[src/rtl/core/btpa_pkg.sv]
// ----------------------------------------------------------------------------
// btpa_pkg
// Shared types, codes and helpers for the buddy tree page allocator.
// ----------------------------------------------------------------------------
package btpa_pkg;

  localparam int LEAF_LG    = 12;
  localparam int LEAF_PAGES = 1 << LEAF_LG;
  localparam int NODE_AW    = LEAF_LG + 1;  // node index / memory address width
  localparam int CNT_W      = 13;           // node value and page counts
  localparam int OFF_W      = 12;
  localparam int LG_W       = 4;            // log2 of a page count (0..13)

  // action codes
  localparam logic [1:0] ACT_ALLOC = 2'd0;
  localparam logic [1:0] ACT_FREE  = 2'd1;
  localparam logic [1:0] ACT_INIT  = 2'd2;
  localparam logic [1:0] ACT_NOP   = 2'd3;  // unused, changes nothing

  // status codes
  localparam logic [1:0] ST_DONE    = 2'd0;
  localparam logic [1:0] ST_NOSPACE = 2'd1;
  localparam logic [1:0] ST_TOOBIG  = 2'd2;

  typedef struct packed {
    logic [1:0]       action;
    logic [CNT_W-1:0] page_count;
    logic [OFF_W-1:0] page_offset;
  } item_t;

  typedef struct packed {
    logic [1:0]       status;
    logic [OFF_W-1:0] block_offset;
    logic [CNT_W-1:0] avail_pages;
  } rslt_t;

  // datapath operations
  typedef enum logic [3:0] {
    OP_NONE,
    OP_CLR,       // zero node, step index up
    OP_LOAD,      // take the input item
    OP_FAIL,      // set failure status by action
    OP_RD_SELF,   // read node
    OP_RD_KIDS,   // read both children
    OP_STEP_DOWN, // descend toward the left when it fits
    OP_MARK,      // write the block node, update count, move to parent
    OP_WR_UP,     // refresh node, move to parent
    OP_INIT_LEAF, // write one leaf, step index up
    OP_SET_TOP,   // point at the last internal node
    OP_WR_DEC,    // refresh node, step index down
    OP_SET_CNT,   // load count from usable pages
    OP_CAPTURE    // load the result register
  } op_t;

  typedef struct packed {
    op_t op;
  } dp_cmd_t;

  typedef struct packed {
    logic [1:0] act;
    logic       no_space;
    logic       too_big;
    logic       more_down;
    logic       at_root;
    logic       idx_last;
  } dp_sts_t;

  // ceil(log2(n)), zero and one give zero
  function automatic logic [LG_W-1:0] ceil_lg(input logic [CNT_W-1:0] n);
    logic [LG_W-1:0] k;
    k = '0;
    for (int i = 0; i < CNT_W; i++) begin
      if ((CNT_W'(1) << i) < n) k = LG_W'(i + 1);
    end
    return k;
  endfunction

  // position of the highest set bit (tree level of a node)
  function automatic logic [LG_W-1:0] msb_pos(input logic [NODE_AW-1:0] v);
    logic [LG_W-1:0] p;
    p = '0;
    for (int i = 0; i < NODE_AW; i++) begin
      if (v[i]) p = LG_W'(i);
    end
    return p;
  endfunction

endpackage

[src/rtl/core/btpa_ctrl.sv]
// ----------------------------------------------------------------------------
// btpa_ctrl
// Sequencer: memory clear, allocate descent, climb, initialize sweeps.
// ----------------------------------------------------------------------------
module btpa_ctrl (
  input  logic               clk,
  input  logic               rst_n,
  input  logic               in_valid,
  output logic               in_ready,
  output logic               out_valid,
  input  logic               out_ready,
  output btpa_pkg::dp_cmd_t  cmd,
  input  btpa_pkg::dp_sts_t  sts
);

  typedef enum logic [3:0] {
    S_CLEAR, S_IDLE, S_DISP, S_ROOT_RD, S_ROOT_CHK, S_DN_CHK, S_DN_RD,
    S_DN_STEP, S_MARK, S_CL_RD, S_CL_WR, S_IN_LEAF, S_IN_TOP, S_IN_RD,
    S_IN_WR, S_EMIT
  } state_t;

  state_t state_r, state_nxt;
  logic   out_valid_r, out_valid_nxt;
  // init count is loaded on the first emit cycle
  logic   cnt_set_r, cnt_set_nxt;

  assign in_ready  = (state_r == S_IDLE);
  assign out_valid = out_valid_r;

  // next state and command
  always_comb begin
    state_nxt     = state_r;
    cmd.op        = btpa_pkg::OP_NONE;
    out_valid_nxt = out_valid_r && !out_ready;
    case (state_r)
      S_CLEAR: begin
        cmd.op = btpa_pkg::OP_CLR;
        if (sts.idx_last) state_nxt = S_IDLE;
      end
      S_IDLE: if (in_valid) begin
        cmd.op    = btpa_pkg::OP_LOAD;
        state_nxt = S_DISP;
      end
      S_DISP: begin
        case (sts.act)
          btpa_pkg::ACT_ALLOC: state_nxt = S_ROOT_RD;
          btpa_pkg::ACT_FREE: begin
            if (sts.too_big) begin
              cmd.op    = btpa_pkg::OP_FAIL;
              state_nxt = S_EMIT;
            end else begin
              state_nxt = S_MARK;
            end
          end
          btpa_pkg::ACT_INIT: state_nxt = S_IN_LEAF;
          default:            state_nxt = S_EMIT;
        endcase
      end
      S_ROOT_RD: begin
        cmd.op    = btpa_pkg::OP_RD_SELF;
        state_nxt = S_ROOT_CHK;
      end
      S_ROOT_CHK: begin
        if (sts.no_space) begin
          cmd.op    = btpa_pkg::OP_FAIL;
          state_nxt = S_EMIT;
        end else begin
          state_nxt = S_DN_CHK;
        end
      end
      S_DN_CHK: state_nxt = sts.more_down ? S_DN_RD : S_MARK;
      S_DN_RD: begin
        cmd.op    = btpa_pkg::OP_RD_KIDS;
        state_nxt = S_DN_STEP;
      end
      S_DN_STEP: begin
        cmd.op    = btpa_pkg::OP_STEP_DOWN;
        state_nxt = S_DN_CHK;
      end
      S_MARK: begin
        cmd.op    = btpa_pkg::OP_MARK;
        state_nxt = sts.at_root ? S_EMIT : S_CL_RD;
      end
      S_CL_RD: begin
        cmd.op    = btpa_pkg::OP_RD_KIDS;
        state_nxt = S_CL_WR;
      end
      S_CL_WR: begin
        cmd.op    = btpa_pkg::OP_WR_UP;
        state_nxt = sts.at_root ? S_EMIT : S_CL_RD;
      end
      S_IN_LEAF: begin
        cmd.op = btpa_pkg::OP_INIT_LEAF;
        if (sts.idx_last) state_nxt = S_IN_TOP;
      end
      S_IN_TOP: begin
        cmd.op    = btpa_pkg::OP_SET_TOP;
        state_nxt = S_IN_RD;
      end
      S_IN_RD: begin
        cmd.op    = btpa_pkg::OP_RD_KIDS;
        state_nxt = S_IN_WR;
      end
      S_IN_WR: begin
        cmd.op = btpa_pkg::OP_WR_DEC;
        if (sts.at_root) begin
          state_nxt = S_EMIT;
        end else begin
          state_nxt = S_IN_RD;
        end
      end
      S_EMIT: begin
        if (sts.act == btpa_pkg::ACT_INIT) cmd.op = btpa_pkg::OP_SET_CNT;
        if (!out_valid_r || out_ready) begin
          // count load above is registered, so init emits on the next pass
          if (sts.act != btpa_pkg::ACT_INIT || cnt_set_r) begin
            cmd.op        = btpa_pkg::OP_CAPTURE;
            out_valid_nxt = 1'b1;
            state_nxt     = S_IDLE;
          end
        end
      end
      default: state_nxt = S_IDLE;
    endcase
  end

  assign cnt_set_nxt = (state_r == S_EMIT) && (state_nxt == S_EMIT);

  // state and registered outputs
  always_ff @(posedge clk) begin
    if (!rst_n) begin
      state_r     <= S_CLEAR;
      out_valid_r <= 1'b0;
      cnt_set_r   <= 1'b0;
    end else begin
      state_r     <= state_nxt;
      out_valid_r <= out_valid_nxt;
      cnt_set_r   <= cnt_set_nxt;
    end
  end

endmodule

[config.mk]
export PLATFORM = sky130hd
export DESIGN_NAME = btpa_ctrl
export DESIGN_NICKNAME = d
export VERILOG_FILES = /design/src/rtl/core/btpa_pkg.sv /design/src/rtl/core/btpa_ctrl.sv
export SDC_FILE = /design/constraint.sdc
export NUM_CORES = 1
export LEC_CHECK = 0
export BUFFER_PORTS_ARGS = -buffer_cell sky130_fd_sc_hd__buf_2
export CAP_MARGIN = 20
export CORE_AREA = 2 2 39 41
export DETAILED_ROUTE_END_ITERATION = 8
export DIE_AREA = 0 0 41 43
export HOLD_SLACK_MARGIN = 0.08
export PLACE_DENSITY_LB_ADDON = 0.15
export SLEW_MARGIN = 20
export SYNTH_ARGS = -nofsm -noshare
export SYNTH_HDL_FRONTEND = slang
export SYNTH_SLANG_ARGS = --single-unit
[constraint.sdc]
create_clock -name clk -period 2.7 [get_ports clk]
set_input_delay 0.54 -clock clk [delete_from_list [all_inputs] [get_ports clk]]
set_output_delay 0.54 -clock clk [all_outputs]
set_load 0.01 [all_outputs]
# --- Word-level counts from Yosys, hierarchy flattened ---
# Index checks and enable logic that the tools add are counted.
totals:
  reg_bits: 6
  out_inout_bits: 6
  word_cells: 55
op_classes:
  n_eq_ne: 19
  n_mux: 23
  reduce_logical: 10
op_table:
  columns: ["op", "count"]
  rows:
  - ["$pmux W4 S15", 1]
  - ["$pmux W4 S13", 1]
  - ["$mux W4", 10]
  - ["$eq A4 B4 Y1 const B", 9]
  - ["$eq A4 B3 Y1 const B", 4]
  - ["$pmux W4 S3", 1]
  - ["$mux W2", 5]
  - ["$eq A4 B2 Y1 const B", 2]
  - ["$mux W3", 2]
  - ["$eq A4 B1 Y1 const B", 1]
  - ["$logic_not A4 Y1", 1]
  - ["$mux W1", 3]
  - ["$reduce_or A3 Y1", 1]
  - ["$eq A2 B1 Y1 const B", 1]
  - ["$eq A2 B2 Y1 const B", 1]
  - ["$logic_and A1 B1 Y1", 2]
  - ["$logic_not A1 Y1", 2]
  - ["$logic_not A2 Y1", 1]
  - ["$logic_or A1 B1 Y1", 2]
  - ["$ne A2 B2 Y1 const B", 1]
  - ["$reduce_or A2 Y1", 1]

# --- Longest topological paths before layout ---
# Gate-level depths: netlist of run 1.
depth:
  ltp_word: 7
  depth_mapped: 6

# --- Worst setup path before layout of run 1 ---
# OpenSTA, ideal clock, no wires.
synth_path:
  path_type: "input-to-output"
  startpoint: "in sts[5] (netlist bit)"
  endpoint: "out cmd[0] (netlist bit)"
  arrival_ns: 1.177
  required_time_ns: 2.160
  path_slack_ns: 0.983
  cell_stages: 3
  n_path_buf: 0
  cell_sequence: "or3b_1 -> nand2_1 -> a22oi_1"
synth_rtl:
  columns: ["element", "line", "rtl"]
  rows:
  - ["start, declared", "btpa_ctrl.sv:13", "input btpa_pkg::dp_sts_t sts"]
  - ["end, declared", "btpa_ctrl.sv:12", "output btpa_pkg::dp_cmd_t cmd,"]

==> run metrics, run 1 <==
status=completed; total power=approximately 230 uW; Commonest cells post-synth=nor2_1, nand2_1, a21oi_1, dfxtp_1, inv_1; Clk Latency, worst-skew pair=about 240 ps; clk_skew=roughly 3.0 ps; total CTS buffers=3; Yosys Warn Count=0; LEAKAGE=roughly 0.00027 uW; mapped cell area=between 500 and 600 um^2; io pins=17; Critical Path RT=approximately 2200 ps; fmax=around 440 MHz; r2r endpoint=state_r[0]; EDFF count, synth=0; RSZ-0062 raised after global routing=false; CP peak stage delay=approximately 640 ps; Final Critical Period=approximately 2300 ps; number of gates resized after CTS=0; CP startpoint kind=register; Hold Startpoint=rst_n; DRC violations left=0; Setup crit end kind=output pin; max-slew violations=0; Critical Path Slowest Stage Cell=dfxtp_1; CTS tree=yes; Mapped Cells=around 90; final instance area=a little under 700 um^2; area grow syn2layout=15.8%; gr usage total=21.3%; Root Driver=clkbuf_4; setup ws final=between 400 and 500 ps; largest net degree at the start of global routing=19; leading area contributor after synthesis=dfxtp_1; Critical Path Fanout Max=18; gpl congestion=0.790; most common cell in the synthesized netlist=nor2_1; core area=1380 um^2; clock sinks=6; Place WS=around 700 ps; top-area cell type share of the netlist area=about a fifth; n_diodes=0; NumNets Final=about 120; Chip Height=roughly 43 um; Worst Setup SP=state_r[3]; Power Density=331 nW/um^2; Max-Cap Viols=0; Port Buf Inserts=16; HP Class=in -> reg; DP Wirelength=around 1200 um; hold path endpoint=state_r[0]; 1st-iter DRT viols=25; clock slew at reported path FFs=around 40 ps; CP Cell Sequence=inv_1 -> nor2_1 -> a31oi_1 -> o221ai_1 -> buf_2; fraction of registers with async set or reset after synthesis=0%; Seq/Total Area, Yosys=about a fifth; drt first pass iters=4; Multi-input gate area=approximately 420 um^2; die area=between 1500 and 2000 um^2; Synth Register Bits=6; Crit Path Category=reg -> out; Primary FF master, synth=dfxtp_1; worst-margin pin slew=530 ps; postcts setup bufs=0; final hold viol count=0; Setup violations, final=0; Cell Area, Placed=around 670 um^2; leading post-synthesis cells by cell area=dfxtp_1, nor2_1, a31oi_1; layout cells sized above 1=roughly a fifth; vias in the first global route=around 600; Initial Util=42.9%; fill cell count=142; H-tree levels=1; grt total ovfl=0; register area=120 um^2; Tcrit/Tclk final=between 80% and 90%; peak supply drop=between 150 and 200 uV; hold slack=just under 600 ps; CP arrival=1750 ps; first-pass GRT wire length=around 2500 um; number of vias per cell=between 6 and 7; setup slack on the worst flop-to-flop path=1160 ps; row count=14; CTS max path bufs=2; R2R cell count=4; chip width=about 41 um; Post-CTS Hold Buffers=0; total routed wirelength=roughly 1600 um; antenna violations before repair=0; total negative slack=0 ps; Cell variety after synth=32; relative slew slack=64.6%; vias post-DR=about 730; Routed Antenna Nets=0; Net Count, Synth=100; Worst Hold Path Cells=3; Crit Reg-Reg Startpoint=state_r[1]; Post-Syn Area per Cell=6.68 um^2; wire length per cell=13.3 um
## worst max-delay path by stage
stage	slack [ps]	endpoint
after detailed placement	680	cmd[0]
after CTS	420	cmd[1]
final	410	cmd[1]
after global routing	220	cmd[1]
after global placement	660	cmd[0]
after floorplan	980	cmd[0]
## where the power goes
group / total, uW / internal, uW / leakage, uW / switching (uW)
sequential: 98.7 / 90.9 / 0.0000486 / 7.78
clock: 81.1 / 50.2 / 0.0000138 / 30.9
combinational: 48.0 / 21.4 / 0.000207 / 26.6
## layout make-up
| class | count | share of cell area [%] |
|---|---|---|
| multi-input cells | 71 | 60.4 |
| flip-flops and latches | 6 | 17.5 |
| repair buffers | 17 | 12.7 |
| clock buffers | 3 | 3.27 |
| inverters | 6 | 3.27 |
| well taps | 16 | 2.91 |
## sequential cells by signal, summed over array words and instances (netlist names)
register,cells
cnt_set_r,1
out_valid,1
state_r,4
## metrics by stage
step,utilization (%),cells
6_report,49.7,119
5_1_grt,49.7,119
4_1_cts,49.7,119
3_5_place_dp,48.1,116
3_3_place_gp,48.1,116
2_1_floorplan,-,89
## metal layers
metal | vias up | wire (um) | GRT usage, % | part of all wire (%)
li1 | 360 | - | - | -
met1 | 333 | 653 | 27.9 | 41
met2 | 37 | 776 | 31.9 | 49
met3 | 4 | 136 | 4.71 | 8.6
met4 | 0 | 18 | 10.0 | 1.1
met5 | - | 0 | 0 | 0
## worst max-delay path: cells and delay by family, from the launching register on
family | cells | cell delay, ps
buffers and inverters | 2 | 380
and+or+nand+nor | 1 | 210
AOI/OAI and AO/OA | 2 | 280
DFF | 1 | 640
## cells by family (layout without fill, tap and decap cells)
group | Yosys count | in the layout | share of synthesized area (%)
and+or+nand+nor | 38 | 38 | 33.1
AOI/OAI and AO/OA | 33 | 33 | 36.8
buffers and inverters | 12 | 26 | 9.89
DFF | 6 | 6 | 20.2
## layout by cell type (no fill, tap or decap), types with 2 or more instances in the layout
cell type / netlist / routed
nor2_1: 10 / 10
o21ai_0: 5 / 5
a211oi_1: 2 / 2
dfxtp_1: 6 / 6
buf_2: 4 / 16
nand3b_1: 3 / 3
nand2b_1: 5 / 5
o31ai_1: 2 / 2
a21oi_1: 6 / 6
o211ai_1: 2 / 2
nor3_1: 5 / 5
nand2_1: 7 / 7
nor3b_1: 2 / 2
a31oi_1: 5 / 5
a311oi_1: 2 / 2
o221ai_1: 2 / 2
inv_1: 6 / 6
clkbuf_4: 0 / 3
(Power assumes the default switching activity.)
==> run 2: changes to the inputs <==
ABC_AREA = 1   (was default)
clock period = 2.36 ns   (was 2.7 ns; I/O delays follow)
==> run metrics, run 2 <==
fill cell count=156 (was 142); Initial Util=42.0% (was 42.9%); fmax=between 400 and 500 MHz; layout cells sized above 1=23.0% (was 19.4%); total negative slack=0 ps (unchanged); Critical Path RT=1890 ps (was 2160 ps); vias post-DR=708 (was 734); CTS max path bufs=2 (unchanged); most common cell in the synthesized netlist=nand2_1 (was nor2_1); R2R cell count=6 (was 4); post-synthesis xor/xnor area fraction=0% (unchanged); gr usage total=20.2% (was 21.3%); max reg flops=4 (unchanged); largest net degree at the start of global routing=9 (was 19); DP Wirelength=1220 um (was 1180 um); CP Cell Sequence=nor2_1 -> nand2_1 -> nor3b_1 -> nand4_1 -> buf_2 (was inv_1 -> nor2_1 -> a31oi_1 -> o221ai_1 -> buf_2); largest reg by FF count=state_r (unchanged); RSZ-0062 raised after global routing=false (unchanged); Net Count, Synth=115 (was 100); die area=1760 um^2 (unchanged); Crit Path Category=reg -> out (unchanged); Crit Reg-Reg Startpoint=state_r[0] (was state_r[1]); Commonest cells post-synth=nand2_1, nor2_1, inv_1 (was nor2_1, nand2_1, a21oi_1, dfxtp_1, inv_1); H-tree levels=1 (unchanged); leading post-synthesis cells by cell area=dfxtp_1, nand2_1, nand3_1 (was dfxtp_1, nor2_1, a31oi_1); Clk Latency, worst-skew pair=240 ps (about the same); fin cells=138 (was 119); max-slew violations=0 (unchanged); clk_skew=0.394 ps (was 3.04 ps); gpl congestion=0.907 (was 0.790); vias in the first global route=620 (was 603); io pins=17 (unchanged); CP delay by family, top=simple AND/OR/NAND/NOR gates (was flip-flops); EDFF count, synth=0 (unchanged); fraction of registers with async set or reset after synthesis=0% (unchanged); Chip Height=43 um (unchanged); Compound-Gate Fraction of Synth Area=13.5% (was 36.8%); setup slack on the worst flop-to-flop path=1110 ps (was 1160 ps); Power Density=1130 nW/um^2 (was 331 nW/um^2); Cell variety after synth=21 (was 32); mapped cell area=582 um^2 (was 594 um^2); DRC violations left=0 (unchanged); n_diodes=0 (unchanged); antenna violations before repair=0 (unchanged); Post-Syn Area per Cell=5.59 um^2 (was 6.68 um^2); CTS tree=yes (unchanged); Mapped Cells=104 (was 89); final hold viol count=0 (unchanged); largest family of logic cells by synthesized area=simple AND/OR/NAND/NOR gates (was compound AO/OA/AOI/OAI gates); status=completed (unchanged); setup ws final=351 ps (was 409 ps); chip width=41 um (unchanged); Simple-Gate Fraction of Synth Area=53.5% (was 33.1%); # placed instances=135 (was 116); number of gates resized after CTS=0 (unchanged); Critical Path Slowest Stage Cell=dfxtp_1 (unchanged); CP startpoint kind=register (unchanged); Yosys Warn Count=0 (unchanged); peak supply drop=413 uV (was 189 uV); Setup violations, final=0 (unchanged); Seq/Total Area, Yosys=20.6% (was 20.2%); wire length per cell=10.8 um (was 13.3 um); CP peak stage delay=500 ps (was 640 ps); grt total ovfl=0 (unchanged); post-synthesis adder-cell area fraction=0% (unchanged); total CTS buffers=3 (unchanged); first-pass GRT wire length=2440 um (was 2530 um); Setup crit end kind=output pin (unchanged); clock slew at reported path FFs=40 ps (about the same); commonest non-fill, non-tap cell in the layout=nand2_1 (was buf_2); Root Driver=clkbuf_4 (unchanged); commonest non-fill, non-tap cells in the layout=nand2_1, nor2_1, buf_2 (was buf_2, nor2_1, nand2_1); Port Buf Inserts=16 (unchanged); post-synthesis mux area share=0% (unchanged); Critical Path Fanout Max=7 (was 18); Primary FF master, synth=dfxtp_1 (unchanged); hold path endpoint=state_r[1] (was state_r[0]); Routed Antenna Nets=0 (unchanged); WP buf/inv=1 (was 2); Synth Register Bits=6 (unchanged); CP arrival=1540 ps (was 1750 ps); drt first pass iters=4 (unchanged); Place WS=628 ps (was 683 ps); LEAKAGE=0.000369 uW (was 0.000269 uW); core area=1380 um^2 (unchanged); worst-margin pin slew=317 ps (was 530 ps); HP Class=in -> reg (unchanged); Hold Startpoint=rst_n (unchanged); Post-CTS Hold Buffers=0 (unchanged); area grow syn2layout=18.5% (was 15.8%); Tcrit/Tclk final=85.1%; Worst Hold Path Cells=3 (unchanged); row count=14 (unchanged); relative slew slack=78.9% (was 64.6%); postcts setup bufs=0 (unchanged); 1st-iter DRT viols=13 (was 25); r2r endpoint=state_r[3] (was state_r[0]); leading area contributor after synthesis=dfxtp_1 (unchanged); Final Critical Period=roughly 2000 ps; total routed wirelength=1490 um (was 1580 um); NumNets Final=135 (was 116); top-area cell type share of the netlist area=20.6% (was 20.2%); Max-Cap Viols=0 (unchanged); clock sinks=6 (unchanged); number of vias per cell=5.13 (was 6.17)
-- run 2: cell count changes after synthesis, moves of 3 or more --
cell,change
nand2_1,+20
nand3_1,+11
nor3_1,-3
a31oi_1,-5
nor2_2,+3
inv_1,+7
buf_2,-4
nand2b_1,-5
nor2_1,+6
-- run 2: cell families after synthesis --
group | after synthesis
AO/OA/AOI/OAI | 14
buffers and inverters | 16
flip-flops | 6
AND/OR/NAND/NOR | 68
-- run 2: area by class of cell --
cell class              count  area [um^2]  share of cell area, %
multi-input cells          82          390                   56.6
flip-flops and latches      6          120                   17.4
repair buffers             16         80.1                   11.6
inverters                  15         56.3                   8.17
clock buffers               3         22.5                   3.27
well taps                  16         20.0                   2.90
-- run 2: through the flow --
step                      instance area, um^2  hold WS, ps  power (uW)  util [%]
final                                     689          447         776      49.8
after global routing                      689          455         857      49.8
after CTS                                 689          449         777      49.8
after detailed placement                  667          574         679      48.2
after global placement                    667          554         683      48.2
after floorplan                           582          567         552         -
-- run 2: where the power goes --
group          switching (uW)  internal, uW  total [uW]
combinational             309           180         489
sequential               58.8           133         192
clock                    37.4          57.5        95.0
-- run 2: worst register-to-register path, delay by kind of cell (launching register included) --
| family | cells | cell delay (ps) |
|---|---|---|
| buffers and inverters | 1 | 110 |
| DFF | 1 | 450 |
| AOI/OAI and AO/OA | 2 | 280 |
| and+or+nand+nor | 3 | 360 |
-- run 2: how the worst max path moves through the flow --
stage / startpoint / to / depth (start not counted)
after floorplan: state_r[3] / cmd[0] / 5
after global placement: state_r[1] / cmd[0] / 5
after detailed placement: state_r[1] / cmd[0] / 5
after CTS: state_r[1] / cmd[0] / 5
after global routing: state_r[1] / cmd[0] / 5
final: state_r[1] / cmd[0] / 5
-- run 2: routing by layer --
| metal | GRT usage, % | wire [um] | vias up |
|---|---|---|---|
| met1 | 25.4 | 676 | 303 |
| met3 | 10.5 | 112 | 4 |
| met2 | 29.1 | 670 | 25 |
| li1 | - | - | 376 |
| met5 | 0 | 0 | - |
| met4 | 6.00 | 34 | 0 |
==> run 3: changes to the inputs <==
BUFFER_PORTS_ARGS = default   (was -buffer_cell sky130_fd_sc_hd__buf_2)
DONT_BUFFER_PORTS = 1   (was default)
clock period = 2.2 ns   (was 2.36 ns; I/O delays follow)
==> run metrics, run 3 (synthesis results as in run 2) <==
largest net degree at the start of global routing=9 (unchanged); Power Density=1260 nW/um^2 (was 1130 nW/um^2); number of vias per cell=5.44 (was 5.13); antenna violations before repair=0 (unchanged); Comb pwr share=60.9% (was 63.0%); n_diodes=0 (unchanged); clk_skew=1.59 ps (was 0.394 ps); Max-Cap Viols=0 (unchanged); clock sinks=6 (unchanged); io pins=17 (unchanged); first-pass GRT wire length=2500 um (was 2440 um); wire length per cell=12.1 um (was 10.8 um); max-slew violations=0 (unchanged); NetSw=415 uW (was 405 uW); HP Class=in -> reg (unchanged); setup ws final=344 ps (was 351 ps); area grow syn2layout=4.73% (was 18.5%); Setup crit end kind=output pin (unchanged); setup slack on the worst flop-to-flop path=920 ps (was 1110 ps); row count=14 (unchanged); status=completed (unchanged); max reg flops=4 (unchanged); H-tree levels=1 (unchanged); R2R cell count=8 (was 6); clock slew at reported path FFs=40 ps (about the same); Final Critical Period=about 1900 ps; commonest non-fill, non-tap cell in the layout=nand2_1 (unchanged); Setup violations, final=0 (unchanged); drt first pass iters=4 (unchanged); DRC violations left=0 (unchanged); largest reg by FF count=state_r (unchanged); Tcrit/Tclk final=between 80 and 90%; gpl congestion=0.927 (was 0.907); Root Driver=clkbuf_4 (unchanged); commonest non-fill, non-tap cells in the layout=nand2_1, nor2_1, inv_1 (was nand2_1, nor2_1, buf_2); 1st-iter DRT viols=27 (was 13); sequential share of power=26.3% (was 24.8%); LEAKAGE=0.000300 uW (was 0.000369 uW); final hold viol count=0 (unchanged); Port Buf Inserts=0 (was 16); Clk Latency, worst-skew pair=240 ps (about the same); Routed Antenna Nets=0 (unchanged); chip width=41 um (unchanged); layout cells sized above 1=11.3% (was 23.0%); Crit Reg-Reg Startpoint=state_r[0] (unchanged); relative slew slack=78.7% (was 78.9%); CTS max path bufs=2 (unchanged); grt total ovfl=0 (unchanged); CP arrival=1420 ps (was 1540 ps); Initial Util=42.0% (unchanged); total negative slack=0 ps (unchanged); postcts setup bufs=0 (unchanged); internal power=351 uW (was 371 uW); CP startpoint kind=register (unchanged); DP Wirelength=1260 um (was 1220 um); vias in the first global route=601 (was 620); Crit Path Category=reg -> out (unchanged); number of gates resized after CTS=0 (unchanged); fmax=between 500 and 600 MHz; Critical Path End=cmd[2] (was cmd[0]); vias post-DR=664 (was 708); Post-CTS Hold Buffers=0 (unchanged); total routed wirelength=1480 um (was 1490 um); gr usage total=20.5% (was 20.2%); NumNets Final=119 (was 135); Worst Setup SP=state_r[3] (was state_r[1]); CTS tree=yes (unchanged); core area=1380 um^2 (unchanged); Clk pwr share=12.8% (was 12.2%); RSZ-0062 raised after global routing=false (unchanged); total CTS buffers=3 (unchanged); Critical Path Fanout Max=8 (was 7); Place WS=598 ps (was 628 ps); Critical Path RT=1760 ps (was 1890 ps); r2r endpoint=state_r[1] (was state_r[3]); peak supply drop=416 uV (was 413 uV); Chip Height=43 um (unchanged); switching part of the total=54.2% (was 52.2%); worst-margin pin slew=318 ps (was 317 ps); die area=1760 um^2 (unchanged)
[run 3: power by group through the flow]
stage	Clock (uW)	Combinational, uW	Sequential (uW)
floorplan	0	413	179
global placement	0	470	201
finish	97.9	467	201
global route	114	519	206
CTS	103	463	199
detailed placement	0	462	201
[run 3: cell type report]
| class | instances | area (um^2) |
|---|---|---|
| fillers | 161 | 774 |
| multi-input cells | 82 | 390 |
| flip-flops and latches | 6 | 120 |
| inverters | 15 | 56.3 |
| clock buffers | 3 | 22.5 |
| well taps | 16 | 20.0 |
[run 3: per-layer routing]
metal  routed length (um)  part of all wire (%)  GRT usage, %  vias up
met4                   40                   2.7          8.00        0
met1                  628                    43          28.4      277
met2                  682                    46          27.5       38
met5                    0                     0             0        -
li1                     -                     -             -      345
met3                  124                   8.4          8.38        4
[run 3: how the worst min path moves through the flow]
| stage | startpoint | endpoint | slack, ps | depth (start not counted) |
|---|---|---|---|---|
| 6_report | rst_n | state_r[1] | 300 | 2 |
| 5_1_grt | rst_n | state_r[1] | 320 | 2 |
| 4_1_cts | rst_n | state_r[1] | 300 | 2 |
| 3_5_place_dp | rst_n | state_r[1] | 550 | 2 |
| 3_3_place_gp | rst_n | state_r[1] | 550 | 2 |
| 2_1_floorplan | rst_n | state_r[1] | 540 | 2 |
[run 3: stage by stage]
| step | instances | area, um^2 | hold slack [ps] | total power [uW] | util, % |
|---|---|---|---|---|---|
| finish | 122 | 609 | 303 | 766 | 44.0 |
| global route | 122 | 609 | 320 | 839 | 44.0 |
| CTS | 122 | 609 | 296 | 766 | 44.0 |
| detailed placement | 119 | 587 | 553 | 663 | 42.4 |
| global placement | 119 | 587 | 553 | 670 | 42.4 |
| floorplan | 104 | 582 | 538 | 593 | - |
[run 3: critical path, stage by stage (launching register included)]
cell and delay (ps):
dfxtp_1 480, nand2_1 160, nor2_2 210, o21ai_0 160, nand3_1 170
